<file path="config.mk">
export PLATFORM = sky130hd
export DESIGN_NAME = djs_day_ram
export DESIGN_NICKNAME = d
export VERILOG_FILES = /design/src/rtl/djs_day_ram.sv
export SDC_FILE = /design/constraint.sdc
export NUM_CORES = 1
export LEC_CHECK = 0
export ABC_CLOCK_PERIOD_IN_PS = 6500
export BUFFER_PORTS_ARGS = -buffer_cell sky130_fd_sc_hd__clkbuf_2
export CAP_MARGIN = 20
export CORE_MARGIN = 3
export CORE_UTILIZATION = 60
export DETAILED_ROUTE_END_ITERATION = 16
export PLACE_DENSITY = 0.76
export SLEW_MARGIN = 20
export SYNTH_ARGS = -nofsm -noshare
export SYNTH_HDL_FRONTEND = slang
export SYNTH_SLANG_ARGS = --single-unit
</file>
<file path="constraint.sdc">
create_clock -name clk_i -period 6.5 [get_ports clk_i]
set_input_delay 0.65 -clock clk_i [delete_from_list [all_inputs] [get_ports clk_i]]
set_output_delay 0.65 -clock clk_i [all_outputs]
set_load 0.01 [all_outputs]
</file>
<file path="src/rtl/djs_day_ram.sv">
// ----------------------------------------------------------------------------
// djs_day_ram
// Single-bit day occupancy memory, one write and one registered read port.
// ----------------------------------------------------------------------------
module djs_day_ram #(
  parameter int Depth = 1025,
  parameter int AddrW = 11
) (
  input  logic             clk_i,
  input  logic             wr_en_i,
  input  logic [AddrW-1:0] wr_addr_i,
  input  logic             wr_data_i,
  input  logic             rd_en_i,
  input  logic [AddrW-1:0] rd_addr_i,
  output logic             rd_data_o
);

  logic mem_q [Depth];

  always_ff @(posedge clk_i) begin
    if (wr_en_i) begin
      mem_q[wr_addr_i] <= wr_data_i;
    end
    if (rd_en_i) begin
      rd_data_o <= mem_q[rd_addr_i];
    end
  end

endmodule

</file>
==> flow_metrics.py <==
metrics = {
    "yosys": {
        "synth-edff-count": 1026,
        "yosysTopAreaCellShare": 0.692,
        "synth_nets": 3124,
        "yosysSeqAreaShare": 0.692,
        "synthMuxAreaShare": 0.137,
        "synth_xor_area_frac": 0,
        "avgSynthCellArea_um2": 14.4,
        "yosys.area_share.simple": 0.112,
        "async_reset_ff_frac": 0,
        "synthCells": 3098,
        "ys_warn_count": 0,
        "yosys.area.top_type": "edfxtp_1",
        "synthAdderAreaFrac": 0,
        "ys_ff_latch": 1026,
        "synth_top_family_by_area": "multiplexers",
        "ys_types": 56,
        "synth.cell_area_um2": 44500,
        "ys_top_cells_by_area": "edfxtp_1, mux4_2, nor2_1",
        "synth_compound_area_frac": 0.0272,
        "ys_dominant_reg_cell": "edfxtp_1",
    },
    "floorplan": {
        "core_area_um2": 73200,
        "chipHeight_um": 278,
        "die_width_um": 278,
        "row_count": 99,
        "start_util": 0.608,
        "io_pins": 27,
        "die-area_um2": 77500,
    },
    "setup_path": {
        "critPathMaxStageDelay_ns": 0.62,
        "path_buf_inv": 2,
        "cp-end-kind": "flop",
        "worstSetupPathType": "primary input to flop",
        "crit_chain": "buf_8, buf_4, mux4_2, a22oi_1, a21oi_1, o41ai_1, a21oi_1, nor4_1, o311ai_1",
        "cp_slowest_cell": "buf_8",
        "crit_path_frequent_cell": "a21oi_1",
        "required_ns": 6.88,
        "arrival_ns": 4.14,
        "critPathLaunchType": "primary input",
        "cpLargestDelayFamily": "compound AO/OA/AOI/OAI gates",
        "critPathMaxFanout": 79,
    },
    "route": {
        "vias": 26735,
        "wl_per_cell_um": 28.5,
        "drt_iter0_drc": 4237,
        "dr.pass1.iters": 5,
        "drc": 0,
        "ant_nets": 0,
        "routed_wl_mm": 115,
        "routed_via_density": 6.63,
    },
    "timing": {
        "tns_ns": 0,
        "fin_worst_skew_ns": 0.0182,
        "relSlewSlack": 0.177,
        "finalCriticalPeriod_ns": 3.76,
        "max_freq_ghz": 0.266,
        "finalSetupViolCount": 0,
        "worst_pin_slew_ns": 1.23,
        "rsz0062_at_grt": "no",
        "post-route-period-util": 0.579,
        "maxSlewViolCount": 0,
        "hold_viol": 0,
    },
    "clock_network": {
        "hold_buffers": 0,
        "cts_root_buffer": "clkbuf_16",
        "cts.sinks": 1026,
        "clk_latency_ns": 0.66,
        "cts_buffers": 102,
        "clkTransAtPathRegs_ns": 0.06,
        "cts-htree-levels": 3,
        "clk_path_buf_depth": 3,
        "cts_tree": "done",
        "cts_setup_buffers": 0,
        "ctsResizeCount": 0,
    },
    "grt": {
        "grt_overflow_total": 0,
        "grt_pass1_vias": 26707,
        "antenna_found_initial": 7,
        "track_usage": 0.300,
        "grt_pass1_wl_mm": 170,
        "grt_max_degree": 297,
    },
    "pwr": {
        "leakagePower_nw": 14.3,
        "powerDensity_nw_per_um2": 279,
        "max-vdd-ir-drop_mv": 0.244,
    },
    "placed_design": {
        "placed_area_um2": 45300,
        "gp_congestion": 0.846,
        "io_buffer_count": 26,
        "place_hpwl_mm": 63.4,
    },
    "layout": {
        "area_growth_pct": 9.00,
        "fillers": 4882,
        "fin_area_um2": 48500,
        "final_layout_size_suffix_gt1_frac": 0.168,
        "layout_commonest_cell": "nor2_1",
        "final_cell_mix": "nor2_1, edfxtp_1, mux4_2",
        "layout.nets": 3018,
    },
    "run_status": {
        "status": "finished, final reports clean",
    },
    "hold_path": {
        "hold_path.class": "primary input to flop",
    },
    "job": {
        "maxCapViolations": 0,
    },
}
cell usage after synthesis (3+ instances only):
library cell  instances
nor2_1             1040
edfxtp_1           1026
mux4_2              218
clkbuf_1            205
mux2i_1             115
nand2_1              97
a22oi_1              70
nand3_1              47
buf_2                40
a21oi_1              33
buf_1                31
a221oi_1             19
buf_4                14
buf_6                14
nor3_1               14
nor2b_1              12
a22o_1                9
nand4_1               9
nor3b_1               9
nor4_1                6
and3b_1               5
o22ai_1               5
nand2b_1              4
or3_1                 4
a41oi_1               3
and2_1                3
buf_12                3
mux2_2                3
o32ai_1               3
logic make-up (layout without fill, tap and decap cells):
kind of cell / count (synthesis) / in the layout
other: 0 / 5
AND/OR/NAND/NOR: 1259 / 1259
flip-flops: 1026 / 1026
AO/OA/AOI/OAI: 166 / 166
buffers and inverters: 311 / 282
multiplexers: 336 / 336
path summary, 6_finish.rpt:
kind	from	to	slack [ns]	cells after the start
min	rd_en_i	rd_data_o$_DFFE_PP_	0.26	1
min reg2reg	mem_q[1024]$_DFFE_PP_	rd_data_o$_DFFE_PP_	0.63	2
max	rd_addr_i[0]	rd_data_o$_DFFE_PP_	2.74	9
max reg2reg	mem_q[1011]$_DFFE_PP_	rd_data_o$_DFFE_PP_	3.43	6
routing by layer:
layer,global-route usage,vias to the layer above,share of wire
li1,-,11179,-
met1,0.394,13502,0.34
met2,0.480,1698,0.48
met3,0.0735,352,0.12
met4,0.138,4,0.050
met5,0,-,0.00017
layout make-up:
cell class	instances	area, um2	area share
timing repair buffer	98	815	0.0168
clock inverter	48	403	0.00830
clock buffer	133	2710	0.0558
sequential	1026	30800	0.635
inverter	3	11.3	0.000232
multi-input combinational	1761	12600	0.259
tap	959	1200	0.0247
antenna	5	12.5	0.000258
where the power goes:
part	switching, mW	leakage, nW	total [mW]	internal (mW)
Clock	2.43	1.51	5.59	3.16
Sequential	0.00121	9.22	7.28	7.28
Combinational	0.447	3.61	0.671	0.224
state kept, by name, summed over array words and instances, names as in the netlist:
| signal | cells |
|---|---|
| mem_q | 1025 |
| rd_data_o | 1 |
stage by stage:
stage | setup slack [ns] | utilization | hold WS [ns] | power [mW] | instances
after floorplan | 3.47 | - | 0.502 | 7.82 | 3098
after global placement | 2.13 | 0.618 | 0.576 | 8.06 | 3842
after detailed placement | 2.09 | 0.619 | 0.602 | 8.08 | 3843
after CTS | 2.74 | 0.661 | 0.234 | 13.6 | 4024
after global routing | 2.52 | 0.663 | 0.247 | 13.9 | 4028
final | 2.74 | 0.663 | 0.256 | 13.5 | 4033
(Power assumes the default switching activity.)
